--- src/rtl/rau_pkg.sv ---
package rau_pkg;

	// Default width limit of a result numerator or denominator
	localparam int RAU_PART_WIDTH = 32;

	// Field and datapath widths
	localparam int DATA_W = 32;
	localparam int PROD_W = 2 * DATA_W;
	localparam int SUM_W  = PROD_W + 1;

	// Opcodes
	localparam logic [2:0] OP_ADD = 3'd0;
	localparam logic [2:0] OP_SUB = 3'd1;
	localparam logic [2:0] OP_MUL = 3'd2;
	localparam logic [2:0] OP_DIV = 3'd3;
	localparam logic [2:0] OP_CMP = 3'd4;

	// Status codes
	localparam logic [1:0] ST_OK   = 2'd0;
	localparam logic [1:0] ST_OVF  = 2'd1;
	localparam logic [1:0] ST_ZDIV = 2'd2;

	// Decoded operands, stage 1
	typedef struct packed {
		logic              is_addsub;
		logic              is_mul;
		logic              is_div;
		logic              is_cmp;
		logic              nop;
		logic              zdiv;
		logic              sa;       // sign of a
		logic              eb;       // effective sign of b for add/subtract
		logic              na;       // a strictly negative
		logic              nb;       // b strictly negative
		logic              neg_prod; // sign of a product or quotient
		logic [DATA_W-1:0] an;
		logic [DATA_W-1:0] ad;
		logic [DATA_W-1:0] bn;
		logic [DATA_W-1:0] bd;
	} s1_t;

	// Products, stage 2
	typedef struct packed {
		logic              is_addsub;
		logic              is_mul;
		logic              is_cmp;
		logic              nop;
		logic              zdiv;
		logic              sa;
		logic              eb;
		logic              na;
		logic              nb;
		logic              neg_prod;
		logic [PROD_W-1:0] prod_a;   // an * bd
		logic [PROD_W-1:0] prod_b;   // bn * ad, or an * bn for multiply
		logic [PROD_W-1:0] prod_d;   // ad * bd, or ad * bn for divide
	} s2_t;

	// Unchecked result, stage 3
	typedef struct packed {
		logic              is_cmp;
		logic              nop;
		logic              zdiv;
		logic              neg;
		logic              lt;
		logic              eq;
		logic              gt;
		logic [SUM_W-1:0]  mag;
		logic [PROD_W-1:0] den;
	} s3_t;

	// Final result, stage 4
	typedef struct packed {
		logic              r_negative;
		logic [DATA_W-1:0] r_numerator;
		logic [DATA_W-1:0] r_denominator;
		logic [1:0]        status;
		logic              is_less;
		logic              is_equal;
		logic              is_greater;
	} res_t;

endpackage

--- src/rtl/rau_operand_if.sv ---
interface rau_operand_if import rau_pkg::*; ();
	logic              valid;
	logic              ready;
	logic [2:0]        opcode;
	logic              a_negative;
	logic [DATA_W-1:0] a_numerator;
	logic [DATA_W-1:0] a_denominator;
	logic              b_negative;
	logic [DATA_W-1:0] b_numerator;
	logic [DATA_W-1:0] b_denominator;

	modport source (
		output valid, opcode, a_negative, a_numerator, a_denominator,
			b_negative, b_numerator, b_denominator,
		input  ready
	);

	modport sink (
		input  valid, opcode, a_negative, a_numerator, a_denominator,
			b_negative, b_numerator, b_denominator,
		output ready
	);
endinterface

--- src/rtl/rau_decode.sv ---
module rau_decode import rau_pkg::*; (
	input  logic               clk,
	input  logic               arst_n,
	rau_operand_if.sink        operands,
	input  logic               ready_next,
	output logic               valid_s1,
	output s1_t                data_s1
);

	logic advance;
	s1_t  dec;

	assign advance        = !valid_s1 || ready_next;
	assign operands.ready = advance;

	// Opcode decode and zero-divide detection
	always_comb begin
		dec.is_addsub = (operands.opcode == OP_ADD) || (operands.opcode == OP_SUB);
		dec.is_mul    = (operands.opcode == OP_MUL);
		dec.is_div    = (operands.opcode == OP_DIV);
		dec.is_cmp    = (operands.opcode == OP_CMP);
		dec.nop       = (operands.opcode > OP_CMP);
		dec.zdiv      = (operands.a_denominator == '0) || (operands.b_denominator == '0) ||
			((operands.opcode == OP_DIV) && (operands.b_numerator == '0));
		dec.sa        = operands.a_negative;
		dec.eb        = (operands.opcode == OP_SUB) ? !operands.b_negative
			: operands.b_negative;
		// negative zero counts as zero in compare
		dec.na        = operands.a_negative && (operands.a_numerator != '0);
		dec.nb        = operands.b_negative && (operands.b_numerator != '0);
		dec.neg_prod  = operands.a_negative ^ operands.b_negative;
		dec.an        = operands.a_numerator;
		dec.ad        = operands.a_denominator;
		dec.bn        = operands.b_numerator;
		dec.bd        = operands.b_denominator;
	end

	always_ff @(posedge clk or negedge arst_n) begin
		if (!arst_n) begin
			valid_s1 <= 1'b0;
		end else if (advance) begin
			valid_s1 <= operands.valid;
		end
	end

	always_ff @(posedge clk) begin
		if (advance && operands.valid) begin
			data_s1 <= dec;
		end
	end

endmodule

--- src/flat_wrapper.sv ---
// flat-port wrapper written by rule: the top's interface ports become plain ports
module rau_decode_flat import rau_pkg::*;
  (clk, arst_n, ready_next, valid_s1, data_s1, operands_valid, operands_opcode, operands_a_negative, operands_a_numerator, operands_a_denominator, operands_b_negative, operands_b_numerator, operands_b_denominator, operands_ready);
  rau_operand_if operands_i ();
  input  logic clk;
  input  logic arst_n;
  input  logic ready_next;
  output logic valid_s1;
  output s1_t data_s1;
  input wire logic [$bits(operands_i.valid)-1:0] operands_valid;
  input wire logic [$bits(operands_i.opcode)-1:0] operands_opcode;
  input wire logic [$bits(operands_i.a_negative)-1:0] operands_a_negative;
  input wire logic [$bits(operands_i.a_numerator)-1:0] operands_a_numerator;
  input wire logic [$bits(operands_i.a_denominator)-1:0] operands_a_denominator;
  input wire logic [$bits(operands_i.b_negative)-1:0] operands_b_negative;
  input wire logic [$bits(operands_i.b_numerator)-1:0] operands_b_numerator;
  input wire logic [$bits(operands_i.b_denominator)-1:0] operands_b_denominator;
  output wire logic [$bits(operands_i.ready)-1:0] operands_ready;
  assign operands_i.valid = operands_valid;
  assign operands_i.opcode = operands_opcode;
  assign operands_i.a_negative = operands_a_negative;
  assign operands_i.a_numerator = operands_a_numerator;
  assign operands_i.a_denominator = operands_a_denominator;
  assign operands_i.b_negative = operands_b_negative;
  assign operands_i.b_numerator = operands_b_numerator;
  assign operands_i.b_denominator = operands_b_denominator;
  assign operands_ready = operands_i.ready;
  rau_decode u_core (.clk(clk), .arst_n(arst_n), .operands(operands_i), .ready_next(ready_next), .valid_s1(valid_s1), .data_s1(data_s1));
endmodule
--- config.mk ---
export PLATFORM = sky130hd
export DESIGN_NAME = rau_decode_flat
export DESIGN_NICKNAME = d
export VERILOG_FILES = /design/src/rtl/rau_pkg.sv /design/src/rtl/rau_operand_if.sv /design/src/rtl/rau_decode.sv /design/src/flat_wrapper.sv
export SDC_FILE = /design/constraint.sdc
export NUM_CORES = 1
export LEC_CHECK = 0
export ABC_CLOCK_PERIOD_IN_PS = 7200
export BUFFER_PORTS_ARGS = -buffer_cell sky130_fd_sc_hd__buf_4
export CORE_MARGIN = 8
export CORE_UTILIZATION = 46
export DETAILED_ROUTE_END_ITERATION = 12
export GPL_ROUTABILITY_DRIVEN = 0
export PLACE_DENSITY = 0.92
export SETUP_SLACK_MARGIN = 0.02
export SYNTH_ARGS = -nofsm -noshare
export SYNTH_HDL_FRONTEND = slang
export SYNTH_SLANG_ARGS = --single-unit
--- constraint.sdc ---
create_clock -name clk -period 7.2 [get_ports clk]
set_input_delay 1.08 -clock clk [delete_from_list [all_inputs] [get_ports clk]]
set_output_delay 1.08 -clock clk [all_outputs]
set_load 0.02 [all_outputs]
=== Word-level counts from Yosys, hierarchy flattened ===
Index checks and enable logic that the tools add are counted.
W data, S select, Z words.

* Mux-type cells: 1
* Order comparisons: 1
* Reductions and logical operators: 16
* Bitwise gates (word level): 1
* Equality and inequality tests: 4

{| class="wikitable"
|+ Operator list
! kind !! count
|-
| $logic_not A32 Y1 || 3
|-
| $reduce_bool A32 Y1 || 2
|-
| $eq A3 B2 Y1 const B || 2
|-
| $logic_and A1 B1 Y1 || 4
|-
| $logic_or A1 B1 Y1 || 4
|-
| $eq A3 B1 Y1 const B || 1
|-
| $eq A3 B3 Y1 const B || 1
|-
| $gt A3 B3 Y1 const B || 1
|-
| $logic_not A3 Y1 || 1
|-
| $logic_not A1 Y1 || 2
|-
| $mux W1 || 1
|-
| $xor A1 B1 Y1 || 1
|}

* Bits in registers: 140
* Output and inout bits: 141
* Word-level logic and storage cells: 39

=== Longest topological paths before layout ===
* Depth in word-level cells: 3
* Depth in mapped cells: 4

=== Worst setup path before layout ===
OpenSTA, ideal clock, no wires.

* Kind: input port to flip-flop
* From: input ready_next
* To: register, netlist name u_core.data_s1[0]
* Required time: 6686 ps
* Cell stages on the path: 2
* Path slack: 2116 ps
* Setup time: 514 ps
* Buffers on the path: 0
* Arrival time: 4569 ps
* Cell sequence: nand2b_1 > and2_1

* Word-level cells in the longest chain between the ends: 2

{| class="wikitable"
|+ Ends and longest elaborated chain
! what !! line !! text
|-
| from (decl) || flat_wrapper.sv:7 || <nowiki>input logic ready_next;</nowiki>
|-
| $logic_or A1 B1 Y1 || rau_decode.sv:13 || <nowiki>assign advance = !valid_s1 || ready_next;</nowiki>
|-
| $logic_and A1 B1 Y1 || rau_decode.sv:47 || <nowiki>if (advance && operands.valid) begin</nowiki>
|}

Every way passes these cells.
A chain may end at the register's enable or synchronous reset.

=== Worst setup path in the final report ===
* From: input ready_next
* To: register, netlist name u_core.data_s1[77]

* Word-level cells in the longest chain between the ends: 2

{| class="wikitable"
|+ Ends and longest elaborated chain
! what !! line
|-
| $logic_or A1 B1 Y1 || rau_decode.sv:13
|-
| $logic_and A1 B1 Y1 || rau_decode.sv:47
|}

Every way passes these cells.

==> flow_summary.toml <==
[worst_setup_path]
crit_type = "primary input to flop"
cp-end-kind = "flop"
cp.arrival_ns = 2.94
crit_fanout = 87
crit_required_ns = 7.33
critPathLaunchType = "primary input"

[min_path]
hold_class = "primary input to asynchronous set/reset pin"

[floorplan]
core_sq_mm = 0.00973
row_count = 36
die_w_um = 116
die_y_um = 116
initial_core_util_pct = 47.0
io-pin-count = 278
die_area_sq_mm = 0.0134

[yosys]
synth_area_leader_cell = "edfxtp_1"
yosys-top-cells-area = "edfxtp_1, nor4_1, nand4_1"
yosysWarnings = 0
synth_top_area_share_pct = 91.3
netlist_area_sq_mm = 0.00457
seq_area_frac_synth_pct = 91.8
synth_commonest_cells = "edfxtp_1, nor4_1, nand4_1, nor3b_1"
synth_edf_count = 139
syn_nets = 333
syn_inst = 196
ys_async_sr_fraction_pct = 0.714
synth_cell_types = 15
syn_area_per_cell_sq_um = 23.3
synth_seq_cells = 140
synth_most_common_cell = "edfxtp_1"
synth-main-ff-cell = "edfxtp_1"

[global_route]
track_usage_pct = 21.8
grt_max_degree = 88
grt-ovfl-total = 0
antenna_found_initial = 0
grt_pass1_wl_mm = 21.1
grt_pass1_vias = 3647

[timing]
period_share_pct = 39.0
maxSlewHeadroom_pct = 27.4
max_freq_ghz = 0.356
hold_viol = 0
worst_slew_pin_slew_ns = 1.09
fin_hold_ws_ns = 0.339
min_period_ns = 2.81
slew_violations = 0
tns_ns = 0
rsz0062_at_grt = "false"
clock_skew_ns = 0.00517
finalSetupViolCount = 0

[clocking]
insertion_delay_ns = 0.50
clk_pin_slew_worst_paths_ns = 0.06
holdBufCountCts = 0
ctsResizeCount = 0
numCtsBuffers = 17
cts_tree = "yes"
cts_max_level = 4
cts_sinks = 140
cts_setup_buffers = 0
root_buffer = "clkbuf_8"
clock_tree.buffer_depth = 2

[power]
vdd_drop_max_uv = 160
powerDensity_mw_per_mm2 = 278
p_leak_nw = 3.02

[route]
route.detailed.drc = 0
vias = 3238
routed_wl_mm = 14.9
dr.pass1.iters = 4
wl_per_cell_um = 23.3
drtIter0Drc = 188
ant_nets = 0
drt-vias-per-instance = 5.08

[outcome]
outcome = "complete, no violations"

[cells_and_area]
fillCellCount = 587
fin_nets = 630
area_growth_pct = 62.3
multiInputGateArea_sq_um = 375
ff_latch_area_sq_mm = 0.00420
drive_gt1_share_pct = 61.2
insertedDiodeCount = 0

[placed_design]
numPortBuffers = 277
hpwl_mm = 11.6

[run]
cap_violations = 0
==> sequential cells by signal, summed over array words and instances (netlist names) <==
| register | count |
|---|---|
| u_core.data_s1 | 139 |
| u_core.valid_s1 | 1 |
==> layout by cell type, fill, tap and decap left out, types with 2 or more instances in the layout <==
master,synthesis,routed
o21a_1,2,2
nor4_1,30,30
edfxtp_1,139,139
clkinvlp_4,0,3
clkinv_2,0,3
xor2_1,2,2
buf_4,0,278
nor2_1,2,2
nand4_1,8,8
clkinv_1,0,2
nand2b_1,2,2
nor3b_1,3,3
bufinv_16,0,4
nor4_2,2,2
clkbuf_16,0,16
==> through the flow <==
step	area (sq um)	total power [mW]	utilization, %	cells	setup slack (ns)
after floorplan	4570	1.06	-	196	2.12
after global placement	6830	1.20	70.2	607	4.00
after detailed placement	6830	1.21	70.2	607	3.88
after CTS	7420	2.08	76.3	638	4.40
after global routing	7420	2.12	76.3	638	4.26
final	7420	2.06	76.3	638	4.39
==> worst max-delay path: stages <==
cell	delay (ns)
buf_4	0.07
nand2b_1	0.15
and2_4	0.87
buf_4	0.69
==> logic make-up (layout without fill, tap and decap cells) <==
group | count (synthesis) | count (layout) | share of synthesized area (%)
AOI/OAI and AO/OA | 4 | 4 | 0.629
xor gates and xnor gates | 2 | 2 | 0.383
buffers and inverters | 0 | 309 | 0
and+or+nand+nor | 50 | 50 | 7.14
DFF | 140 | 140 | 91.8
==> where the power goes <==
group | switching (mW) | internal, mW
Clock | 0.313 | 0.557
Combinational | 0.124 | 0.102
Sequential | 0.0137 | 0.953
==> cell type report <==
cell class | count | area share [%]
clock inverter | 13 | 2.34
sequential | 140 | 56.6
timing repair buffer | 278 | 28.1
tap | 133 | 2.24
multi-input combinational | 56 | 5.06
clock buffer | 18 | 5.63
==> final timing paths <==
check | slack [ns] | from | end | depth (start not counted)
max reg2reg | 4.69 | u_core.valid_s1 | u_core.data_s1[77] | 3
min reg2reg | 0.57 | u_core.valid_s1 | u_core.valid_s1 | 2
min in group clk | 0.57 | u_core.valid_s1 | u_core.valid_s1 | 2
min | 0.34 | arst_n | u_core.valid_s1 | 1
max in group asynchronous | 6.78 | arst_n | u_core.valid_s1 | 1
max | 4.39 | ready_next | u_core.data_s1[77] | 4
==> layer usage <==
metal	wire (um)	GRT usage, %
met5	0	0
met4	343	9.94
met3	1720	9.33
met2	8170	40.3
met1	4660	20.3
No activity file was read; power rests on OpenSTA's default activity.
