[src/rtl/rau_pkg.sv]
package rau_pkg;

	// Default width limit of a result numerator or denominator
	localparam int RAU_PART_WIDTH = 32;

	// Field and datapath widths
	localparam int DATA_W = 32;
	localparam int PROD_W = 2 * DATA_W;
	localparam int SUM_W  = PROD_W + 1;

	// Opcodes
	localparam logic [2:0] OP_ADD = 3'd0;
	localparam logic [2:0] OP_SUB = 3'd1;
	localparam logic [2:0] OP_MUL = 3'd2;
	localparam logic [2:0] OP_DIV = 3'd3;
	localparam logic [2:0] OP_CMP = 3'd4;

	// Status codes
	localparam logic [1:0] ST_OK   = 2'd0;
	localparam logic [1:0] ST_OVF  = 2'd1;
	localparam logic [1:0] ST_ZDIV = 2'd2;

	// Decoded operands, stage 1
	typedef struct packed {
		logic              is_addsub;
		logic              is_mul;
		logic              is_div;
		logic              is_cmp;
		logic              nop;
		logic              zdiv;
		logic              sa;       // sign of a
		logic              eb;       // effective sign of b for add/subtract
		logic              na;       // a strictly negative
		logic              nb;       // b strictly negative
		logic              neg_prod; // sign of a product or quotient
		logic [DATA_W-1:0] an;
		logic [DATA_W-1:0] ad;
		logic [DATA_W-1:0] bn;
		logic [DATA_W-1:0] bd;
	} s1_t;

	// Products, stage 2
	typedef struct packed {
		logic              is_addsub;
		logic              is_mul;
		logic              is_cmp;
		logic              nop;
		logic              zdiv;
		logic              sa;
		logic              eb;
		logic              na;
		logic              nb;
		logic              neg_prod;
		logic [PROD_W-1:0] prod_a;   // an * bd
		logic [PROD_W-1:0] prod_b;   // bn * ad, or an * bn for multiply
		logic [PROD_W-1:0] prod_d;   // ad * bd, or ad * bn for divide
	} s2_t;

	// Unchecked result, stage 3
	typedef struct packed {
		logic              is_cmp;
		logic              nop;
		logic              zdiv;
		logic              neg;
		logic              lt;
		logic              eq;
		logic              gt;
		logic [SUM_W-1:0]  mag;
		logic [PROD_W-1:0] den;
	} s3_t;

	// Final result, stage 4
	typedef struct packed {
		logic              r_negative;
		logic [DATA_W-1:0] r_numerator;
		logic [DATA_W-1:0] r_denominator;
		logic [1:0]        status;
		logic              is_less;
		logic              is_equal;
		logic              is_greater;
	} res_t;

endpackage

[src/rtl/rau_result_if.sv]
interface rau_result_if import rau_pkg::*; ();
	logic              valid;
	logic              ready;
	logic              r_negative;
	logic [DATA_W-1:0] r_numerator;
	logic [DATA_W-1:0] r_denominator;
	logic [1:0]        status;
	logic              is_less;
	logic              is_equal;
	logic              is_greater;

	modport source (
		output valid, r_negative, r_numerator, r_denominator, status,
			is_less, is_equal, is_greater,
		input  ready
	);

	modport sink (
		input  valid, r_negative, r_numerator, r_denominator, status,
			is_less, is_equal, is_greater,
		output ready
	);
endinterface

[src/rtl/rau_format.sv]
module rau_format import rau_pkg::*; #(
	parameter int PART_WIDTH = RAU_PART_WIDTH
) (
	input  logic        clk,
	input  logic        arst_n,
	input  logic        valid_s3,
	input  s3_t         data_s3,
	output logic        ready_s3,
	rau_result_if.source results
);

	logic advance;
	logic valid_s4;
	res_t result_s4;
	res_t nxt;
	logic ovf;

	assign advance  = !valid_s4 || results.ready;
	assign ready_s3 = advance;

	// Range check and final result selection
	always_comb begin
		ovf = (|data_s3.mag[SUM_W-1:PART_WIDTH]) || (|data_s3.den[PROD_W-1:PART_WIDTH]);
		nxt = '0;
		if (data_s3.nop) begin
			nxt.status = ST_OK;
		end else if (data_s3.zdiv) begin
			nxt.status = ST_ZDIV;
		end else if (data_s3.is_cmp) begin
			nxt.status     = ST_OK;
			nxt.is_less    = data_s3.lt;
			nxt.is_equal   = data_s3.eq;
			nxt.is_greater = data_s3.gt;
		end else if (ovf) begin
			nxt.status = ST_OVF;
		end else begin
			nxt.status        = ST_OK;
			nxt.r_numerator   = data_s3.mag[DATA_W-1:0];
			nxt.r_denominator = data_s3.den[DATA_W-1:0];
			// zero is always positive
			nxt.r_negative    = data_s3.neg && (data_s3.mag != '0);
		end
	end

	always_ff @(posedge clk or negedge arst_n) begin
		if (!arst_n) begin
			valid_s4 <= 1'b0;
		end else if (advance) begin
			valid_s4 <= valid_s3;
		end
	end

	always_ff @(posedge clk) begin
		if (advance && valid_s3) begin
			result_s4 <= nxt;
		end
	end

	assign results.valid         = valid_s4;
	assign results.r_negative    = result_s4.r_negative;
	assign results.r_numerator   = result_s4.r_numerator;
	assign results.r_denominator = result_s4.r_denominator;
	assign results.status        = result_s4.status;
	assign results.is_less       = result_s4.is_less;
	assign results.is_equal      = result_s4.is_equal;
	assign results.is_greater    = result_s4.is_greater;

endmodule

[src/flat_wrapper.sv]
// flat-port wrapper written by rule: the top's interface ports become plain ports
module rau_format_flat import rau_pkg::*;
#(
	parameter int PART_WIDTH = RAU_PART_WIDTH
)
  (clk, arst_n, valid_s3, data_s3, ready_s3, results_valid, results_r_negative, results_r_numerator, results_r_denominator, results_status, results_is_less, results_is_equal, results_is_greater, results_ready);
  rau_result_if results_i ();
  input  logic clk;
  input  logic arst_n;
  input  logic valid_s3;
  input  s3_t data_s3;
  output logic ready_s3;
  output wire logic [$bits(results_i.valid)-1:0] results_valid;
  output wire logic [$bits(results_i.r_negative)-1:0] results_r_negative;
  output wire logic [$bits(results_i.r_numerator)-1:0] results_r_numerator;
  output wire logic [$bits(results_i.r_denominator)-1:0] results_r_denominator;
  output wire logic [$bits(results_i.status)-1:0] results_status;
  output wire logic [$bits(results_i.is_less)-1:0] results_is_less;
  output wire logic [$bits(results_i.is_equal)-1:0] results_is_equal;
  output wire logic [$bits(results_i.is_greater)-1:0] results_is_greater;
  input wire logic [$bits(results_i.ready)-1:0] results_ready;
  assign results_valid = results_i.valid;
  assign results_r_negative = results_i.r_negative;
  assign results_r_numerator = results_i.r_numerator;
  assign results_r_denominator = results_i.r_denominator;
  assign results_status = results_i.status;
  assign results_is_less = results_i.is_less;
  assign results_is_equal = results_i.is_equal;
  assign results_is_greater = results_i.is_greater;
  assign results_i.ready = results_ready;
  rau_format #(.PART_WIDTH(PART_WIDTH)) u_core (.clk(clk), .arst_n(arst_n), .valid_s3(valid_s3), .data_s3(data_s3), .ready_s3(ready_s3), .results(results_i));
endmodule
[config.mk]
export PLATFORM = sky130hd
export DESIGN_NAME = rau_format_flat
export DESIGN_NICKNAME = d
export VERILOG_FILES = /design/src/rtl/rau_pkg.sv /design/src/rtl/rau_result_if.sv /design/src/rtl/rau_format.sv /design/src/flat_wrapper.sv
export SDC_FILE = /design/constraint.sdc
export NUM_CORES = 1
export LEC_CHECK = 0
export ABC_AREA = 1
export ABC_CLOCK_PERIOD_IN_PS = 5900
export BUFFER_PORTS_ARGS = -buffer_cell sky130_fd_sc_hd__buf_4
export CAP_MARGIN = 20
export CORE_MARGIN = 2
export CORE_UTILIZATION = 42
export DETAILED_ROUTE_END_ITERATION = 8
export PLACE_DENSITY = 0.9
export SETUP_SLACK_MARGIN = 0.3
export SYNTH_ARGS = -nofsm -noshare
export SYNTH_HDL_FRONTEND = slang
export SYNTH_SLANG_ARGS = --single-unit
[constraint.sdc]
create_clock -name clk -period 5.9 [get_ports clk]
set_clock_uncertainty 0.2 [all_clocks]
set_input_delay 0.295 -clock clk [delete_from_list [all_inputs] [get_ports clk]]
set_output_delay 0.295 -clock clk [all_outputs]
set_load 0.01 [all_outputs]
# == Word level (Yosys, flattened, before mapping) ==
# Index checks and enable logic that the tools add are counted.
# totals
register_bits,71
in_bits,140
out_inout_bits,72
word_cells,24
# classes
n_mux,3
bitwise,1
reduce_logical,11
# op_table
op,count
$reduce_bool A65 Y1,1
$reduce_or A33 Y1,1
$reduce_or A32 Y1,1
$reduce_or A3 Y1,2
$mux W2,2
$reduce_or A4 Y1,1
$logic_and A1 B1 Y1,2
$logic_or A1 B1 Y1,2
$logic_not A1 Y1,1
$mux W1,1
$not A1 Y1,1

# == Longest topological paths before layout ==
# Gate-level depths: netlist of the first run.
# logic_depth
word_depth,5
mapped_depth,9
ltp_nobuf,8

# == Worst setup path before layout of the first run ==
# Ideal clock, no wire load.
# synth_timing
path_kind,reg-to-reg
start,reg u_core.valid_s4 (netlist: u_core.results.valid)
end,"reg u_core.result_s4, in the netlist u_core.results.is_equal, enable pin"
setup_ps,521
arrival_ps,3853
t_required_ps,5179
setup_slack_ps,1326
stages_incl_launch_ff,2
n_path_buf,0
period_less_slack_ps,4574
path_cell_list,dfrtp_1 a21oi_1
# synth_between
elab_chain_cells,3
# synth_rtl
item,line_no,source
"start, declared",rau_format.sv:13,logic valid_s4;
"start signal, assigned",rau_format.sv:49,valid_s4 <= valid_s3;
$logic_not A1 Y1,rau_format.sv:18,assign advance = !valid_s4 || results.ready;
$logic_or A1 B1 Y1,rau_format.sv:18,
$logic_and A1 B1 Y1,rau_format.sv:54,if (advance && valid_s3) begin
"end signal, assigned",rau_format.sv:55,result_s4 <= nxt;
"end, declared",rau_format.sv:14,res_t result_s4;
# Every way passes these cells.
# A chain may end at the register's enable or synchronous reset.

# == Worst setup path in the final report of the first run ==
# layout_timing
start,in valid_s3
end,"reg u_core.result_s4, in the netlist u_core.results.r_numerator[21], enable pin"
# layout_between
elab_chain_cells,1
# layout_rtl
item,line_no,source
"start, declared",flat_wrapper.sv:10,input logic valid_s3;
$logic_and A1 B1 Y1,rau_format.sv:54,
# Every way passes these cells.

==> results of run 1 <==
power by group through the flow:
stage / logic [uW] / clock network [uW] / registers [uW]
3_3_place_gp: 151 / 0 / 590
2_1_floorplan: 32.3 / 0 / 604
6_report: 156 / 419 / 580
3_5_place_dp: 155 / 0 / 591
4_1_cts: 157 / 425 / 580
5_1_grt: 169 / 441 / 582
per-layer routing:
layer | up-vias | wire [um] | track usage, %
li1 | 1387 | - | -
met2 | 155 | 4627 | 38.30
met3 | 18 | 636 | 4.519
met4 | 0 | 167 | 8.209
met1 | 1257 | 2857 | 19.08
met5 | - | 0 | 0
per-stage QoR:
step | utilization (%) | instance area (um2) | worst slack, ns | total power [uW] | hold WS (ns)
global placement | 66.45 | 4897 | 3.368 | 741.9 | -0.1294
finish | 69.92 | 5152 | 3.853 | 1154 | 0.05227
detailed placement | 66.45 | 4897 | 3.263 | 746.6 | -0.1247
global route | 69.92 | 5152 | 3.755 | 1191 | 0.03963
CTS | 69.64 | 5132 | 3.598 | 1162 | 0.03792
floorplan | - | 3233 | 1.326 | 636.5 | -0.2006
sequential cells by signal, indices dropped and copies added, names as in the netlist:
name / cells
u_core.results.r_numerator: 32
u_core.results.r_negative: 1
u_core.results.r_denominator: 32
u_core.results.is_equal: 1
u_core.results.is_less: 1
u_core.results.status: 2
u_core.results.is_greater: 1
u_core.results.valid: 1
Yosys cell counts (all sizes together):
cell type    n  area, um2
buf          6      71.31
nand3       10      50.05
nor2       125      596.8
dfrtp        1      25.02
inv         71      266.5
clkbuf       1      3.750
nand2       25      93.84
a21oi        1      5.000
a21boi       1      7.510
nor3         1      5.000
or2          1      6.260
edfxtp      70       2102
cell families after synthesis:
group | count (synthesis) | synth area share, %
simple gates | 162 | 23.26
buf+inv | 78 | 10.56
compound gates | 2 | 0.3869
flops | 71 | 65.79
cell type report:
class / instances / area share (%)
multi-input combinational: 164 / 15.30
sequential: 71 / 41.28
timing repair buffer: 215 / 31.67
clock buffer: 11 / 2.550
tap: 99 / 2.404
inverter: 71 / 5.172
clock inverter: 5 / 1.627
placed cells by master (no fill, tap or decap):
cell | netlist | final
a21boi_0 | 1 | 1
a21oi_4 | 0 | 1
buf_12 | 0 | 1
buf_4 | 0 | 212
bufinv_16 | 0 | 2
clkbuf_1 | 1 | 2
clkbuf_8 | 0 | 9
clkinv_4 | 0 | 1
clkinvlp_4 | 0 | 2
dfrtp_1 | 1 | 1
dlygate4sd3_1 | 0 | 2
edfxtp_1 | 70 | 70
inv_1 | 71 | 71
nand2_1 | 25 | 25
nand3_1 | 10 | 9
nand3_4 | 0 | 1
nor2_1 | 74 | 74
nor2_2 | 51 | 51
nor3_1 | 1 | 1
or2_0 | 1 | 1
final timing paths:
path / startpoint / endpoint / cells after the start
min reg2reg: u_core.results.valid / u_core.results.valid / 2
min: data_s3[28] / u_core.results.r_denominator[28] / 3
max reg2reg: u_core.results.valid / u_core.results.r_numerator[21] / 2
max in group asynchronous: arst_n / u_core.results.valid / 2
max: valid_s3 / u_core.results.r_numerator[21] / 5
min in group asynchronous: arst_n / u_core.results.valid / 2
what timing repair did:
item	in CTS	in global routing
hold buffers	2	0
hold endpoints to repair	2	0
endpoints found under the setup margin	0	0
critical path, cell delays in order:
cell,delay [ns]
dlygate4sd3_1,0.53
buf_4,0.10
inv_1,0.06
a21oi_4,0.10
buf_4,0.69
==> key figures, run 1 <==
Power
  • Cell Int Power: 903.9 uW
  • Sequential Power Share: 50.2%
  • Switching pwr: 250.6 uW
  • Comb pwr share: 13.5%
  • Worst vdd ir: 118.8 uV
  • Leakage power: 0.002507 uW
  • Share of power burned in the clock network: 36.3%
  • Power density over the cells: 224.1 nW/um2
  • Switching share of power: 21.71%

Clock network
  • Post_cts resized: 0
  • CTS max path bufs: 2
  • TritonCTS buffer count: 9
  • Clk_lat worst skew: 0.33 ns
  • CTS clk-pin slew, worst paths: 0.08 ns
  • TritonCTS clock tree: done
  • Clock sink count: 71
  • Setup Fix Bufs, Post-CTS: 0
  • Root buffer cell: clkbuf_8
  • CTS H-tree depth: 3

Timing
  • Endpoints failing setup: 0
  • Unrepaired setup endpoints after global routing: no
  • Final Max Slew Viols: 0
  • Minimum clock period: 2.047 ns
  • Final Cycle Share: 34.70%
  • Worst relative slew slack: 41.52%
  • Setup TNS: 0 ns
  • Final hold violations: 0
  • Maximum clock frequency: 0.4885 GHz
  • Slew @ Worst Pin: 0.8772 ns

Synthesis
  • Post-synth net total: 453
  • Yosys reg bits: 71
  • Synth cell types: 14
  • YS warnings: 0
  • Syn Area/Cell: 10.33 um2
  • Mapped Area: 3233 um2
  • Sequential area share after synthesis: 65.79%
  • Mapped Cells: 313

Floorplanning
  • Initial core utilization: 43.87%
  • Io pins: 212
  • Core region area: 7370 um2
  • Die area: 8415 um2
  • Placement Rows: 31
  • Die Ht: 91.74 um
  • Die Wd: 91.74 um

Global routing
  • Initial antenna violation count: 0
  • All-Layer GR Usage: 19.42%
  • Vias in the first global route: 2837
  • Gr ovfl total: 0
  • First-pass GRT wire length: 12.63 mm
  • Largest net degree at the start of global routing: 71

Layout
  • Ant. Diodes: 0
  • FILL cells: 548
  • Area occupied by multi-input gates: 788.3 um2
  • Area Growth Syn to Fin: 59.37%
  • Reg area: 2127 um2
  • Layout cells sized above 1: 52.14%
  • Nets: 672
  • Non-Filler Instances: 636

Placed design
  • Routability Congestion: 0.7546
  • PortBufs: 211
  • Inst Count DP: 617
  • Dpl hpwl: 6.290 mm

Routing
  • Routed WL: 8.289 mm
  • Vias: 2817
  • Post-DR vias/cell: 4.429
  • Antenna-violating nets left: 0
  • Drt drc: 0
  • Drt pass-1 iters: 4
  • Initial DRC count: 93
  • Routed len/inst: 13.03 um

Setup path
  • Worst R2R Setup Slack: 4.02 ns
  • WS Path Type: in2reg
  • Critical Path Source Type: input pin
  • CP arrival: 1.81 ns
  • Worst path required time: 5.66 ns
  • Worst Setup End Kind: register
  • CP max FO: 70

Worst hold path
  • Worst hold path class: in2reg

Run status
  • Status: complete, no violations

Run
  • # Max-Cap Violations: 0
Power figures use the tool's default switching activity.
==> run 2, diff against run 1 <==
--- a/config.mk
+++ b/config.mk
@@ -6,7 +6,7 @@
 export NUM_CORES = 1
 export LEC_CHECK = 0
 export ABC_AREA = 1
-export ABC_CLOCK_PERIOD_IN_PS = 5900
+export ABC_CLOCK_PERIOD_IN_PS = 2090
 export BUFFER_PORTS_ARGS = -buffer_cell sky130_fd_sc_hd__buf_4
 export CAP_MARGIN = 20
 export CORE_MARGIN = 2
==> constraint.sdc (replaced) <==
create_clock -name clk -period 2.09 [get_ports clk]
set_clock_uncertainty 0.2 [all_clocks]
set_input_delay 0.1045 -clock clk [delete_from_list [all_inputs] [get_ports clk]]
set_output_delay 0.1045 -clock clk [all_outputs]
set_load 0.01 [all_outputs]
==> key figures, run 2 (same netlist as run 1, synthesis figures left out) <==
Setup path
  • Worst path required time: 1.95 ns (-3.71 ns)
  • Worst R2R Setup Slack: 0.55 ns (-3.47 ns)
  • CP max FO: 2 (-97%)
  • Critical Path Source Type: input pin
  • CP arrival: 1.55 ns (-0.26 ns)
  • Worst Setup End Kind: register
  • WS Path Type: in2reg

Power
  • Comb pwr share: 17.5% (+4.0 points)
  • Switching pwr: 721.8 uW (+190%)
  • Sequential Power Share: 50.7% (+0.5 points)
  • Share of power burned in the clock network: 31.9% (-4.4 points)
  • Cell Int Power: 2510 uW (+180%)
  • Leakage power: 0.002823 uW (+13%)
  • Power density over the cells: 549.3 nW/um2 (+150%)
  • Switching share of power: 22.33% (+0.62 points)
  • Worst vdd ir: 384.8 uV (+220%)

Floorplanning
  • Initial core utilization: 43.87% (unchanged)
  • Io pins: 212 (unchanged)
  • Placement Rows: 31 (unchanged)
  • Die Wd: 91.74 um (unchanged)
  • Die area: 8415 um2 (unchanged)
  • Die Ht: 91.74 um (unchanged)
  • Core region area: 7370 um2 (unchanged)

Placed design
  • Inst Count DP: 619 (+0.32%)
  • Dpl hpwl: 6.306 mm (+0.25%)
  • Routability Congestion: 0.7839 (+3.9%)
  • PortBufs: 211 (unchanged)

Routing
  • Met1 Routed Length: 3.276 mm (+15%)
  • Post-DR vias/cell: 4.494 (+1.5%)
  • Vias: 3200 (+14%)
  • Drt pass-1 iters: 4 (unchanged)
  • Initial DRC count: 116 (+25%)
  • Drt drc: 0 (unchanged)
  • Detail Route met3 WL: 551 um (-13%)
  • Routed WL: 9.787 mm (+18%)
  • Antenna-violating nets left: 0 (unchanged)
  • Routed len/inst: 13.75 um (+5.5%)
  • Metal2 WL: 5.589 mm (+21%)
  • Top sig layer: met4

Clock network
  • Root buffer cell: clkbuf_8
  • Clk_lat worst skew: 0.32 ns (about the same)
  • TritonCTS buffer count: 9 (unchanged)
  • Clock sink count: 71 (unchanged)
  • TritonCTS clock tree: done
  • CTS H-tree depth: 3 (unchanged)
  • CTS max path bufs: 2 (unchanged)
  • CTS clk-pin slew, worst paths: 0.07 ns (about the same)
  • Setup Fix Bufs, Post-CTS: 0 (unchanged)

Global routing
  • Initial antenna violation count: 0 (unchanged)
  • First-pass GRT wire length: 15.32 mm (+21%)
  • All-Layer GR Usage: 23.52% (+4.1 points)
  • Largest net degree at the start of global routing: 71 (unchanged)
  • Gr ovfl total: 0 (unchanged)
  • Vias in the first global route: 3408 (+20%)

Timing
  • Unrepaired setup endpoints after global routing: no
  • Setup TNS: 0 ns (unchanged)
  • Final Max Slew Viols: 0 (unchanged)
  • Slew @ Worst Pin: 0.6054 ns (-0.2718 ns)
  • Maximum clock frequency: 0.5910 GHz
  • Endpoints failing setup: 0 (unchanged)
  • Minimum clock period: 1.692 ns
  • Worst relative slew slack: 59.64% (+18 points)
  • Final hold violations: 0 (unchanged)
  • Final Cycle Share: 80.96%

Layout
  • Non-Filler Instances: 712 (+12%)
  • Area occupied by multi-input gates: 788.3 um2 (unchanged)
  • Area Growth Syn to Fin: 82.00%
  • Ant. Diodes: 0 (unchanged)
  • Layout cells sized above 1: 46.00% (-6.1 points)
  • Nets: 748 (+11%)
  • Reg area: 2128 um2 (about the same)
  • FILL cells: 436 (-20%)
  • Most frequent cells in the layout: 213 x buf_4, 77 x dlygate4sd3_1, 74 x nor2_1
  • Commonest non-fill, non-tap cell in the layout: buf_4
  • Post-Route Utilization: 79.85% (+9.9 points)

Worst hold path
  • Worst hold path class: in2reg

Run status
  • Status: complete, no violations

Run
  • # Max-Cap Violations: 0 (unchanged)
run 2: metrics by stage:
stage          hold slack, ns  total power (uW)  instance area, um2  setup slack [ns]
6_report              0.03405              3232                5884            0.3979
5_1_grt               0.02198              3364                5884            0.3084
3_3_place_gp          -0.3193              2097                4926            0.3939
4_1_cts               0.02107              3249                5884            0.4263
2_1_floorplan         -0.3911              1792                3246           -0.1623
3_5_place_dp          -0.3158              2109                4926            0.3048
run 2: what timing repair did:
item / CTS / global route
hold endpoints to repair: 71 / 0
hold buffers: 77 / 0
gates resized for setup: 0 / 0
run 2: path summary, 6_finish.rpt:
path	startpoint	end	depth (start not counted)
min in group asynchronous	arst_n	u_core.results.valid	3
max	data_s3[85]	u_core.results.r_negative	10
max in group asynchronous	arst_n	u_core.results.valid	3
max reg2reg	u_core.results.valid	u_core.results.r_denominator[20]	2
min	data_s3[135]	u_core.results.status[0]	3
min reg2reg	u_core.results.valid	u_core.results.r_denominator[6]	2
run 2: final cells by class:
class / instances / area share [%]
clock inverters: 7 / 1.084
well taps: 99 / 2.105
multi-input cells: 164 / 13.40
repair buffers: 291 / 40.61
clock buffers: 9 / 2.105
inverters: 71 / 4.529
flip-flops and latches: 71 / 36.17
run 2: power groups by stage:
stage / logic [uW] / clock network, uW / registers [uW]
after global placement: 432 / 0 / 1660
after detailed placement: 441 / 0 / 1670
after global routing: 605 / 1120 / 1640
after CTS: 555 / 1060 / 1640
after floorplan: 93.2 / 0 / 1700
final: 565 / 1030 / 1640
run 2: metal layers:
layer	vias up	track usage, %
met1	1465	22.48
met3	28	4.191
met5	-	0
met2	166	46.81
met4	0	12.44
li1	1541	-
run 2: critical path, cell delays in order:
cell,delay [ns]
dlygate4sd3_1,0.55
buf_4,0.15
nor2_1,0.11
nand3_1,0.08
nor2_1,0.15
nand2_1,0.11
nor2_1,0.11
nand2_1,0.08
nand2_1,0.07
nor2_1,0.04
