[config.mk]
export PLATFORM = sky130hd
export DESIGN_NAME = rau_combine
export DESIGN_NICKNAME = d
export VERILOG_FILES = /design/src/rtl/rau_pkg.sv /design/src/rtl/rau_combine.sv
export SDC_FILE = /design/constraint.sdc
export NUM_CORES = 1
export LEC_CHECK = 0
export ABC_AREA = 1
export ABC_CLOCK_PERIOD_IN_PS = 14600
export BUFFER_PORTS_ARGS = -buffer_cell sky130_fd_sc_hd__buf_4
export CORE_MARGIN = 1
export CORE_UTILIZATION = 30
export DETAILED_ROUTE_END_ITERATION = 6
export PLACE_DENSITY_LB_ADDON = 0.15
export SYNTH_ARGS = -nofsm -noshare
export SYNTH_HDL_FRONTEND = slang
export SYNTH_SLANG_ARGS = --single-unit
[constraint.sdc]
create_clock -name clk -period 14.6 [get_ports clk]
set_input_delay 2.19 -clock clk [delete_from_list [all_inputs] [get_ports clk]]
set_output_delay 2.19 -clock clk [all_outputs]
set_load 0.005 [all_outputs]
[src/rtl/rau_pkg.sv]
package rau_pkg;

	// Default width limit of a result numerator or denominator
	localparam int RAU_PART_WIDTH = 32;

	// Field and datapath widths
	localparam int DATA_W = 32;
	localparam int PROD_W = 2 * DATA_W;
	localparam int SUM_W  = PROD_W + 1;

	// Opcodes
	localparam logic [2:0] OP_ADD = 3'd0;
	localparam logic [2:0] OP_SUB = 3'd1;
	localparam logic [2:0] OP_MUL = 3'd2;
	localparam logic [2:0] OP_DIV = 3'd3;
	localparam logic [2:0] OP_CMP = 3'd4;

	// Status codes
	localparam logic [1:0] ST_OK   = 2'd0;
	localparam logic [1:0] ST_OVF  = 2'd1;
	localparam logic [1:0] ST_ZDIV = 2'd2;

	// Decoded operands, stage 1
	typedef struct packed {
		logic              is_addsub;
		logic              is_mul;
		logic              is_div;
		logic              is_cmp;
		logic              nop;
		logic              zdiv;
		logic              sa;       // sign of a
		logic              eb;       // effective sign of b for add/subtract
		logic              na;       // a strictly negative
		logic              nb;       // b strictly negative
		logic              neg_prod; // sign of a product or quotient
		logic [DATA_W-1:0] an;
		logic [DATA_W-1:0] ad;
		logic [DATA_W-1:0] bn;
		logic [DATA_W-1:0] bd;
	} s1_t;

	// Products, stage 2
	typedef struct packed {
		logic              is_addsub;
		logic              is_mul;
		logic              is_cmp;
		logic              nop;
		logic              zdiv;
		logic              sa;
		logic              eb;
		logic              na;
		logic              nb;
		logic              neg_prod;
		logic [PROD_W-1:0] prod_a;   // an * bd
		logic [PROD_W-1:0] prod_b;   // bn * ad, or an * bn for multiply
		logic [PROD_W-1:0] prod_d;   // ad * bd, or ad * bn for divide
	} s2_t;

	// Unchecked result, stage 3
	typedef struct packed {
		logic              is_cmp;
		logic              nop;
		logic              zdiv;
		logic              neg;
		logic              lt;
		logic              eq;
		logic              gt;
		logic [SUM_W-1:0]  mag;
		logic [PROD_W-1:0] den;
	} s3_t;

	// Final result, stage 4
	typedef struct packed {
		logic              r_negative;
		logic [DATA_W-1:0] r_numerator;
		logic [DATA_W-1:0] r_denominator;
		logic [1:0]        status;
		logic              is_less;
		logic              is_equal;
		logic              is_greater;
	} res_t;

endpackage

[src/rtl/rau_combine.sv]
module rau_combine import rau_pkg::*; (
	input  logic clk,
	input  logic arst_n,
	input  logic valid_s2,
	input  s2_t  data_s2,
	output logic ready_s2,
	input  logic ready_next,
	output logic valid_s3,
	output s3_t  data_s3
);

	logic              advance;
	logic [SUM_W-1:0]  sum;
	logic [SUM_W-1:0]  diff_ab;
	logic [PROD_W-1:0] diff_ba;
	logic              a_lt_b;
	logic              a_eq_b;
	logic              same_sign;
	s3_t               nxt;

	assign advance  = !valid_s3 || ready_next;
	assign ready_s2 = advance;

	// Cross-product sum, differences and magnitude compare
	always_comb begin
		sum       = {1'b0, data_s2.prod_a} + {1'b0, data_s2.prod_b};
		diff_ab   = {1'b0, data_s2.prod_a} - {1'b0, data_s2.prod_b};
		diff_ba   = data_s2.prod_b - data_s2.prod_a;
		a_lt_b    = diff_ab[SUM_W-1];
		a_eq_b    = (data_s2.prod_a == data_s2.prod_b);
		same_sign = (data_s2.sa == data_s2.eb);

		nxt.is_cmp = data_s2.is_cmp;
		nxt.nop    = data_s2.nop;
		nxt.zdiv   = data_s2.zdiv;
		nxt.den    = data_s2.prod_d;

		// result magnitude and sign
		if (data_s2.is_addsub) begin
			if (same_sign) begin
				nxt.mag = sum;
				nxt.neg = data_s2.sa;
			end else if (!a_lt_b) begin
				nxt.mag = {1'b0, diff_ab[PROD_W-1:0]};
				nxt.neg = data_s2.sa;
			end else begin
				nxt.mag = {1'b0, diff_ba};
				nxt.neg = data_s2.eb;
			end
		end else if (data_s2.is_mul) begin
			nxt.mag = {1'b0, data_s2.prod_b};
			nxt.neg = data_s2.neg_prod;
		end else begin
			nxt.mag = {1'b0, data_s2.prod_a};
			nxt.neg = data_s2.neg_prod;
		end

		// compare flags of the signed values
		nxt.lt = 1'b0;
		nxt.eq = 1'b0;
		nxt.gt = 1'b0;
		if (data_s2.na != data_s2.nb) begin
			nxt.lt = data_s2.na;
			nxt.gt = !data_s2.na;
		end else if (a_eq_b) begin
			nxt.eq = 1'b1;
		end else begin
			nxt.gt = !a_lt_b ^ data_s2.na;
			nxt.lt = a_lt_b ^ data_s2.na;
		end
	end

	always_ff @(posedge clk or negedge arst_n) begin
		if (!arst_n) begin
			valid_s3 <= 1'b0;
		end else if (advance) begin
			valid_s3 <= valid_s2;
		end
	end

	always_ff @(posedge clk) begin
		if (advance && valid_s2) begin
			data_s3 <= nxt;
		end
	end

endmodule

* Yosys cells after proc, flatten, opt, wreduce, memory -nomap -nowiden *
Cells that the tools add are included.

word-level totals
  word-level logic and storage cells = 35
  output and inout port bits = 138
  input bits = 206
  flip-flop bits (word level) = 137

cells by class
  add/sub/neg operators = 3
  bitwise logic cells = 2
  reduce and logical (&&, ||, !) cells = 5
  muxes and demuxes = 12
  eq/ne operators = 3

operator list
  kind                                            count
  65-bit 2-to-1 mux                               2
  64-bit 2-to-1 mux                               2
  64-bit by 64-bit adder with 65-bit output       1
  64-bit by 64-bit subtractor with 65-bit output  1
  64-bit == test                                  1
  64-bit subtractor                               1
  1-bit 2-to-1 mux                                8
  1-bit zero test                                 3
  1-bit bitwise XOR                               2
  1-bit == test                                   1
  1-bit logical AND                               1
  1-bit logical OR                                1
  1-bit inequality test                           1

* Longest topological paths before layout *
Gate-level depths: netlist of the first run.

  depth in word-level cells = 5
  depth in mapped cells = 23
  mapped depth without buffers = 22

* Worst setup path after synthesis of the first run *
OpenSTA, ideal clock, no wires.

  path kind = input to register
  from = input port valid_s2
  to = register data_s3[0] (netlist name), enable pin
  library setup time = 676 ps
  slack = 5,147 ps
  path buffers = 0
  data required time = 13,924 ps
  arrival time = 8,777 ps
  cell stages on the path = 2
  cell sequence = inv_1 -> a21oi_1

on the way
  longest elaborated chain between the ends = 1

RTL lines
  what                  RTL line           text
  from (decl)           rau_combine.sv:4   input logic valid_s2,
  1-bit logical AND     rau_combine.sv:82  if (advance && valid_s2) begin
  to (signal assigned)  rau_combine.sv:83  data_s3 <= nxt;
  to (decl)             rau_combine.sv:9   output s3_t data_s3

No other way between the ends.
A chain may end at the register's enable or synchronous reset.

==> impl_metrics.ini, run 1 <==
[status]
status = complete, but fails checks
violations = DRC

[global_routing]
antenna_found_initial = 2
gr-usage-all-layers = 0.2947
grt_pass1_wl_mm = 166.7
first_global_vias = 25370
gr-total-overflow = 0
grt_max_degree = 73

[pwr]
swShare = 0.4929
power_frac_seq = 0.242
power.switching_w = 0.0009833
power_density_mw_per_mm2 = 74.21
intPower_w = 0.001011
pwr-share-clk = 0.236
p_leak_nw = 14.80
ir_drop_mv = 0.08557
combPwrFrac = 0.523

[critical_path]
crit_fanout = 68
critPathRequiredTime_ns = 14.85
rrSetupSlack_ns = 12.29
start_kind = primary input
cp.arrival_ns = 5.84
critPathSlowestCell = fa_1
cp_cell_sequence = buf_4 -> inv_1 -> ha_1 -> inv_1 -> fa_1 -> nand3_1 -> nand3_1 -> nand2_1 -> nand2_2 -> nand2_1 -> nand2_2 -> nand2_2 -> nand2_4 -> nand2_2 -> nand2_4 -> nand2_1 -> nand3_1 -> nand2_1 -> nand2_1 -> nand3_1 -> nand2_1
crit_path_frequent_cell = nand2_1
worstPathBufferInverterCount = 3
critical_path.top_delay_family = simple AND/OR/NAND/NOR gates
cpPeakStageDelay_ns = 0.52
end_kind = register
worstSetupPathType = in -> reg

[sta]
fmax_mhz = 178.9
setup_viol = 0
tightest_slew_ns = 1.024
clock_skew_ns = 0.01117
fin_crit_sh = 0.3830
period_minus_slack_ns = 5.591
hold_viol_final = 0
slew_viol_final = 0
grt_setup_unrepaired = false
max_slew_margin = 0.3174
fin_setup_tns_ns = 0

[min_path]
hold_class = reg -> reg

[cts]
hold_buffers = 0
cts_sinks = 137
cts-root-buf = clkbuf_16
numCtsBuffers = 17
worstSkewPairLatency_ns = 0.50
htree_num_levels = 4
cts_setup_buffers = 0
cts_tree = built
ctsResizeCount = 0
clkTransAtPathRegs_ns = 0.07
cts_buffer_depth = 2

[drt]
drc_errors = 3
vias = 26590
wl_per_cell_um = 21.72
vias_per_cell = 4.936
drt_iter0_drc = 2365
antenna_left = 0
dr.pass1.iters = 7
routed_wl_mm = 117.0

[floorplanning]
core_mm2 = 0.07595
start_util = 0.3027
fp.dieH_um = 278.8
fp.dieW_um = 278.8
dieArea_mm2 = 0.07775
rows = 101
ioPinCount = 344

[placed_design]
port_buffers = 343
dp_hpwl_mm = 99.64
dp_cells = 5354
gp_congestion = 1.045

[cells_and_area]
multi_input_area_mm2 = 0.01532
drive_gt1_frac = 0.1084
area_growth_pct = 16.91
finalNonFillerCells = 5386
fillers = 8837
final_nets = 4754
layout_common_cells = nand2_1 (1563), inv_1 (749), nor2_1 (363)
final_common_cell = nand2_1
register_area_mm2 = 0.004109
antenna_cells = 0

[synthesis]
ys_ff_latch = 137
yosysUniqueCellTypes = 47
syn_nets = 4491
synth.cell_area_mm2 = 0.02299
syn_avg_cell_area_um2 = 5.635
synthArstFlopShare = 0.007299
ys_warn_count = 0
seq_area_frac_synth = 0.1787
ys.flop_type = edfxtp_1
syn_inst = 4080
synth_edf_count = 136

[job]
maxCapViolations = 0
## power groups by stage
stage / combinational (W) / clock, W / sequential, W
2_1_floorplan: 0.000603 / 0 / 0.000498
3_3_place_gp: 0.00102 / 0 / 0.000492
3_5_place_dp: 0.00101 / 0 / 0.000492
4_1_cts: 0.00102 / 0.000491 / 0.000483
5_1_grt: 0.00113 / 0.000499 / 0.000485
6_report: 0.00104 / 0.000470 / 0.000482
## worst min-delay path, cell delays in order, from the launching register on
cell     delay [ns]
dfrtp_1        0.41
nand2_1        0.11
nand2_1        0.06
## path summary, 6_finish.rpt
kind / startpoint / end / cells after the start
setup / recovery: data_s2[128] / data_s3[123] / 21
hold / removal: valid_s3 / valid_s3 / 2
setup reg to reg: valid_s3 / data_s3[118] / 3
hold reg to reg: valid_s3 / valid_s3 / 2
max in group asynchronous: arst_n / valid_s3 / 1
min in group asynchronous: arst_n / valid_s3 / 1
## Yosys cell counts (2+ instances only)
library cell	instances	area share
a21boi_0	7	0.0023
a21o_1	3	0.00098
a21oi_1	268	0.058
a21oi_2	5	0.0019
a31oi_1	4	0.0011
buf_1	4	0.00065
buf_2	34	0.0074
buf_4	26	0.0085
buf_6	14	0.0069
buf_8	2	0.0013
clkbuf_1	31	0.0051
clkinv_1	5	0.00082
edfxtp_1	136	0.18
fa_1	3	0.0026
ha_1	202	0.11
inv_1	750	0.12
inv_2	17	0.0028
mux2i_1	16	0.0070
nand2_1	1563	0.26
nand2_2	23	0.0063
nand2_4	10	0.0049
nand3_1	172	0.037
nand3_2	2	0.00087
nand3b_1	4	0.0013
nand4_1	28	0.0076
nor2_1	363	0.059
nor2_2	11	0.0030
nor2_4	6	0.0029
nor2b_1	2	0.00054
nor3_1	43	0.0094
nor3_2	3	0.0013
nor4_1	4	0.0011
o211ai_1	5	0.0016
o21a_1	9	0.0029
o21ai_0	155	0.034
o21ai_1	27	0.0059
o21bai_1	26	0.0085
xnor2_1	7	0.0027
xor2_1	82	0.031
## cells by family (layout without fill, tap and decap cells)
family                   count (synthesis)  after routing  share of synthesized area
XOR/XNOR                                89             89                    0.03390
AO/OA/AOI/OAI                          513            513                     0.1192
buffers and inverters                  883           1159                     0.1558
multiplexers                            16             16                   0.006965
flip-flops                             137            137                     0.1787
adder cells (fa/ha/maj)                205            205                     0.1125
AND/OR/NAND/NOR                       2237           2237                     0.3929
## sequential cells by signal, indices dropped and copies added, names as in the netlist
register  cells
valid_s3      1
data_s3     136
## layout make-up
class | count | area share
clock buffers | 17 | 0.01583
clock inverters | 15 | 0.006424
inverters | 772 | 0.1079
multi-input cells | 3060 | 0.5699
flip-flops and latches | 137 | 0.1529
well taps | 1030 | 0.04795
repair buffers | 355 | 0.09915
## layer usage
metal	global-route usage	wire [µm]	vias up	part of all wire
met5	0	0	-	0
met4	0.1414	5584	0	0.048
met3	0.05163	8932	177	0.076
met2	0.4752	51880	1175	0.44
met1	0.3789	50590	12220	0.43
li1	-	-	13010	-
## through the flow
step | hold WS (ns) | instance area (µm²) | power [W] | setup slack, ns | util
after CTS | 0.6313 | 26880 | 0.001993 | 9.089 | 0.3539
after detailed placement | 0.6135 | 26280 | 0.001506 | 8.564 | 0.3460
final | 0.6146 | 26880 | 0.001995 | 9.009 | 0.3539
after floorplan | 0.5278 | 22990 | 0.001101 | 5.147 | -
after global routing | 0.6702 | 26880 | 0.002113 | 8.868 | 0.3539
after global placement | 0.6158 | 26280 | 0.001510 | 8.562 | 0.3460
(Power assumes the default switching activity.)
==> run 2: changes to the inputs <==
Settings changed: ABC_CLOCK_PERIOD_IN_PS 14600 to 4800.
Clock period 14.6 ns to 4.8 ns, I/O delays scaled along.
==> run 2 against run 1 <==
Compared with the run above:
- the flow still finishes with violations (DRC)
- setup slack got worse by 8.2 ns
- power rose to 3.1 times the previous value
- final cell count rose by 0.85%
- sequential cell count did not move
- clock power rose to 3.1 times the previous value
- combinational power rose to 3.2 times the previous value
- sequential power rose to 3.0 times the previous value
- utilization rose by 0.51 points
- largest power group unchanged
==> impl_metrics.ini, run 2 (synthesis gave the netlist of run 1 again) <==
[status]
status = complete, but fails checks
violations = DRC

[pwr]
combPwrFrac = 0.531
power_density_mw_per_mm2 = 227.6
power_frac_seq = 0.236
power.switching_w = 0.003083
swShare = 0.4968
p_leak_nw = 15.04
intPower_w = 0.003122
ir_drop_mv = 0.2912
pwr-share-clk = 0.233

[critical_path]
crit_fanout = 10
critPathRequiredTime_ns = 5.06
critical_path.top_delay_family = compound AO/OA/AOI/OAI gates
critPathSlowestCell = ha_1
worstSetupPathType = in -> reg
end_kind = register
worstPathBufferInverterCount = 3
start_kind = primary input
cp_cell_sequence = buf_4 -> inv_1 -> ha_1 -> o21ai_0 -> a21oi_1 -> o21ai_0 -> o21ai_0 -> buf_4 -> nand3_1 -> nand2_1 -> nand2_1 -> nand2_1 -> nand2_1 -> nand2_1 -> nand2_1
cp.arrival_ns = 4.21
cpPeakStageDelay_ns = 0.60
crit_path_frequent_cell = nand2_1

[placed_design]
gp_congestion = 1.054
port_buffers = 343
dp_hpwl_mm = 104.8
dp_cells = 5399

[drt]
routed_wl_mm = 122.1
wl_per_cell_um = 22.48
vias = 26990
antenna_left = 0
vias_per_cell = 4.968
drc_errors = 1
drt_iter0_drc = 2661
dr.pass1.iters = 7

[sta]
grt_setup_unrepaired = false
fin_crit_sh = 0.8215
setup_viol = 0
slew_viol_final = 0
clock_skew_ns = 0.01530
period_minus_slack_ns = 3.943
tightest_slew_ns = 1.081
max_slew_margin = 0.2791
fmax_mhz = 253.6
hold_viol_final = 0
fin_setup_tns_ns = 0

[cells_and_area]
final_nets = 4800
antenna_cells = 0
finalNonFillerCells = 5432
reg_top3 = data_s3 (136), valid_s3 (1)
area_growth_pct = 18.58
drive_gt1_frac = 0.1174
layout_common_cells = nand2_1 (1563), inv_1 (749), buf_4 (397)
largest_reg_flops = 136
final_common_cell = nand2_1
regMostFlops = data_s3
postLayoutCoreUtil = 0.3590

[floorplanning]
start_util = 0.3027
rows = 101
fp.dieH_um = 278.8
fp.dieW_um = 278.8
core_mm2 = 0.07595
ioPinCount = 344
dieArea_mm2 = 0.07775

[cts]
cts_tree = built
cts_setup_buffers = 0
cts_sinks = 137
worstSkewPairLatency_ns = 0.50
cts_buffer_depth = 2
numCtsBuffers = 17
cts-root-buf = clkbuf_16
clkTransAtPathRegs_ns = 0.09
htree_num_levels = 4

[global_routing]
grt_pass1_wl_mm = 171.4
gr-usage-all-layers = 0.3061
grt_max_degree = 81
gr-total-overflow = 0
antenna_found_initial = 2
first_global_vias = 25230

[min_path]
hold_class = in -> reg

[job]
maxCapViolations = 0
-- run 2: routing by layer --
metal,share of wire,vias to the layer above,global-route usage
met3,0.077,173,0.04744
met1,0.44,12520,0.4075
met5,0.00011,-,0
li1,-,13100,-
met4,0.041,2,0.1231
met2,0.44,1187,0.4920
-- run 2: through the flow --
stage	cell area, µm²	worst slack, ns	total power (W)	hold WS, ns
after floorplan	23000	1.295	0.003337	0.4244
after global placement	26660	0.4349	0.004717	0.4971
after detailed placement	26660	0.4584	0.004694	0.4956
after CTS	27260	1.004	0.006175	0.3566
after global routing	27260	0.8351	0.006526	0.3662
final	27260	0.8569	0.006205	0.3814
-- run 2: repair_timing --
item,CTS,global route
hold buffers,1,0
resized for setup,0,0
endpoints found under the hold margin,1,0
-- run 2: final timing paths --
path	startpoint	to	slack (ns)	cells past startpoint
hold / removal	data_s2[34]	data_s3[34]	0.38	1
setup / recovery	data_s2[95]	data_s3[112]	0.86	15
max in group asynchronous	arst_n	valid_s3	4.21	2
hold reg to reg	valid_s3	valid_s3	0.62	2
setup reg to reg	valid_s3	data_s3[81]	3.20	2
min in group asynchronous	arst_n	valid_s3	0.52	2
-- run 2: layout make-up --
type / count / area (µm²)
multi-input combinational: 3060 / 15320
fill: 8716 / 48690
clock buffer: 17 / 425.4
timing repair buffer: 401 / 3050
sequential: 137 / 4109
tap: 1030 / 1289
inverter: 772 / 2898
clock inverter: 15 / 172.7
-- run 2: worst register-to-register path, cell delays in order (launching register included) --
cell and delay [ns]:
dfrtp_1 0.43, a21oi_4 0.30, buf_12 0.35
-- run 2: power groups by stage --
| stage | clock [W] | sequential, W | combinational [W] |
|---|---|---|---|
| global route | 0.00152 | 0.00148 | 0.00353 |
| floorplan | 0 | 0.00150 | 0.00184 |
| global placement | 0 | 0.00150 | 0.00322 |
| finish | 0.00144 | 0.00147 | 0.00329 |
| CTS | 0.00149 | 0.00147 | 0.00321 |
| detailed placement | 0 | 0.00150 | 0.00320 |
==> run 3: changes to the inputs <==
Settings changed: ABC_AREA 1 to 0, ABC_CLOCK_PERIOD_IN_PS 4800 to 3270.
Clock period 4.8 ns to 3.27 ns, I/O delays scaled along.
==> run 3 against run 2 <==
Compared with the run above:
- the flow finishes with violations (DRC, setup timing)
- routed wire length down 31%
- synthesized area fell by 25%
- sequential share of layout area is 1.3 points lower
- design area up 9.3%
- critical path type unchanged
==> impl_metrics.ini, run 3 <==
[cells_and_area]
largest_reg_flops = 136
postLayoutCoreUtil = 0.5265
final_common_cell = buf_4
drive_gt1_frac = 0.4745
final_nets = 3753
antenna_cells = 0
final_area_mm2 = 0.02980
regMostFlops = data_s3
layout_common_cells = buf_4 (1198), a21oi_1 (256), inv_1 (186)
finalNonFillerCells = 4111
area_growth_pct = 72.51
reg_top3 = data_s3 (136), valid_s3 (1)

[placed_design]
dp_hpwl_mm = 67.73
post_dp_cell_area_mm2 = 0.02681
port_buffers = 343
gp_congestion = 0.9789
dp_cells = 4008
dp_slack_ns = -1.180

[synthesis]
yosysUniqueCellTypes = 95
seq_area_frac_synth = 0.2378
ys_warn_count = 0
syn_inst = 2188
ys.flop_type = edfxtp_1
synthTopCellsByCount = a21oi_1 (302), ha_1 (202), inv_1 (191)
synth_area_leaders = edfxtp_1 (24%), ha_1 (15%), a21oi_1 (8.7%)
syn_avg_cell_area_um2 = 7.896
synth_top_area_share = 0.2364
ys_ff_latch = 137
synth.cell_area_mm2 = 0.01728
synth_edf_count = 136
synth.most_common_cell = a21oi_1
synthArstFlopShare = 0.007299
synth.largest_area_cell = edfxtp_1
syn_nets = 2599

[global_routing]
antenna_found_initial = 1
gr-total-overflow = 0
grt_pass1_wl_mm = 126.4
gr-usage-all-layers = 0.2768
grt_max_degree = 54
first_global_vias = 21790

[sta]
setup_viol = 47
tightest_slew_ns = 0.6746
grt_setup_unrepaired = true
max_slew_margin = 0.5495
slew_viol_final = 0
fin_crit_sh = 1.087
hold_viol_final = 0
period_minus_slack_ns = 3.555
final.setup.worst_slack_ns = -0.2852
clock_skew_ns = 0.01635
fmax_mhz = 281.3

[floorplanning]
rows = 87
core_mm2 = 0.05660
start_util = 0.3052
fp.dieH_um = 242.0
fp.dieW_um = 242.0
ioPinCount = 344
dieArea_mm2 = 0.05855

[drt]
antenna_left = 0
routed_wl_mm = 83.68
dr.pass1.iters = 7
vias = 21630
drc_errors = 1
drt_iter0_drc = 1449
wl_per_cell_um = 20.35
vias_per_cell = 5.261

[pwr]
power_density_mw_per_mm2 = 322.5
ir_drop_mv = 0.4286
p_leak_nw = 13.98

[cts]
cts_buffer_depth = 2
worstSkewPairLatency_ns = 0.49
cts-root-buf = clkbuf_16
numCtsBuffers = 17
clkTransAtPathRegs_ns = 0.08
cts_tree = built
cts_sinks = 137
htree_num_levels = 4

[critical_path]
cp.arrival_ns = 3.80
end_kind = register
rrSetupSlack_ns = 1.56
crit_fanout = 3
critPathLaunch = data_s2[128]
start_kind = primary input
critPathRequiredTime_ns = 3.51
r2r_cells = 3
worstSetupPathType = in -> reg
r2r-start = valid_s3
r2r-end = data_s3[82]
crit_path_end = data_s3[126]

[min_path]
hold_class = in -> reg

[status]
status = complete, but fails checks
violations = DRC, setup timing

[job]
maxCapViolations = 0
[run 3: changes by cell type in the layout (fill, tap and decap cells not counted), moves of 34 or more]
cell and delta:
buf_4 +801, o21ai_0 -62, nor2_1 -207, o211a_1 +34, a21oi_2 +36, nand2_1 -1395
xor2_1 -81, nand3_1 -145, inv_1 -563, a21o_1 +38
[run 3: where the power goes]
part / internal [W] / leakage [nW] / total, W / switching, W
sequential: 0.00212 / 1.31 / 0.00216 / 0.0000422
combinational: 0.00265 / 12.4 / 0.00545 / 0.00280
clock: 0.00100 / 0.270 / 0.00200 / 0.00100
[run 3: logic make-up (layout without fill, tap and decap cells)]
logic type               count (synthesis)  after routing  synth area share
multiplexers                            48             48           0.02817
XOR/XNOR                                55             55           0.02788
buffers and inverters                  313           1479           0.07329
adder cells (fa/ha/maj)                205            205            0.1498
AND/OR/NAND/NOR                        585            586            0.1630
AO/OA/AOI/OAI                          845            845            0.3201
flip-flops                             137            137            0.2378
[run 3: area by class of cell]
type | count | area (µm²)
well taps | 756 | 945.9
repair buffers | 1248 | 9698
inverters | 199 | 765.7
clock inverters | 15 | 133.9
clock buffers | 17 | 425.4
flip-flops and latches | 137 | 4109
multi-input cells | 1739 | 13730
fillers | 5546 | 26800
[run 3: critical path, cell delays in order]
cell	delay [ns]
buf_12	0.11
inv_12	0.04
ha_4	0.12
inv_2	0.04
fa_2	0.36
a211oi_4	0.31
o21ai_2	0.10
buf_4	0.16
a31o_4	0.24
a21oi_4	0.24
o21ai_4	0.13
a2111o_1	0.54
nand2_2	0.14
o21ai_2	0.06
and3_1	0.17
or3_1	0.31
a31o_1	0.23
[run 3: metal layers]
metal,wire length (µm),global-route usage,vias up
met5,0,0,-
met4,1482,0.06608,0
met3,4096,0.03379,76
met2,39990,0.4692,716
met1,38110,0.3721,10460
li1,-,-,10380
[run 3: what timing repair did]
action                                  in CTS  in global routing
cloned                                       1                  1
pin swaps                                   94                128
hold buffers                                 1                  0
gates resized for setup                    192                209
endpoints found under the setup margin      55                 63
endpoints found under the hold margin        1                  0
buffers inserted                            56                 24
[run 3: through the flow]
stage,TNS [ns],total power (W),hold slack (ns)
finish,-4.652,0.009612,0.1820
global route,-10.50,0.01010,0.1584
CTS,-1.167,0.009221,0.1510
detailed placement,-44.12,0.006839,0.2689
global placement,-42.46,0.006838,0.2661
floorplan,-0.4498,0.004305,0.1949
[run 3: worst min path at each step]
stage | end | from | cells past startpoint | slack (ns)
floorplan | valid_s3 | arst_n | 0 | 0.19
global placement | valid_s3 | arst_n | 1 | 0.27
detailed placement | valid_s3 | arst_n | 1 | 0.27
CTS | data_s3[23] | data_s2[23] | 1 | 0.15
global route | data_s3[133] | data_s2[197] | 1 | 0.16
finish | data_s3[133] | data_s2[197] | 1 | 0.18
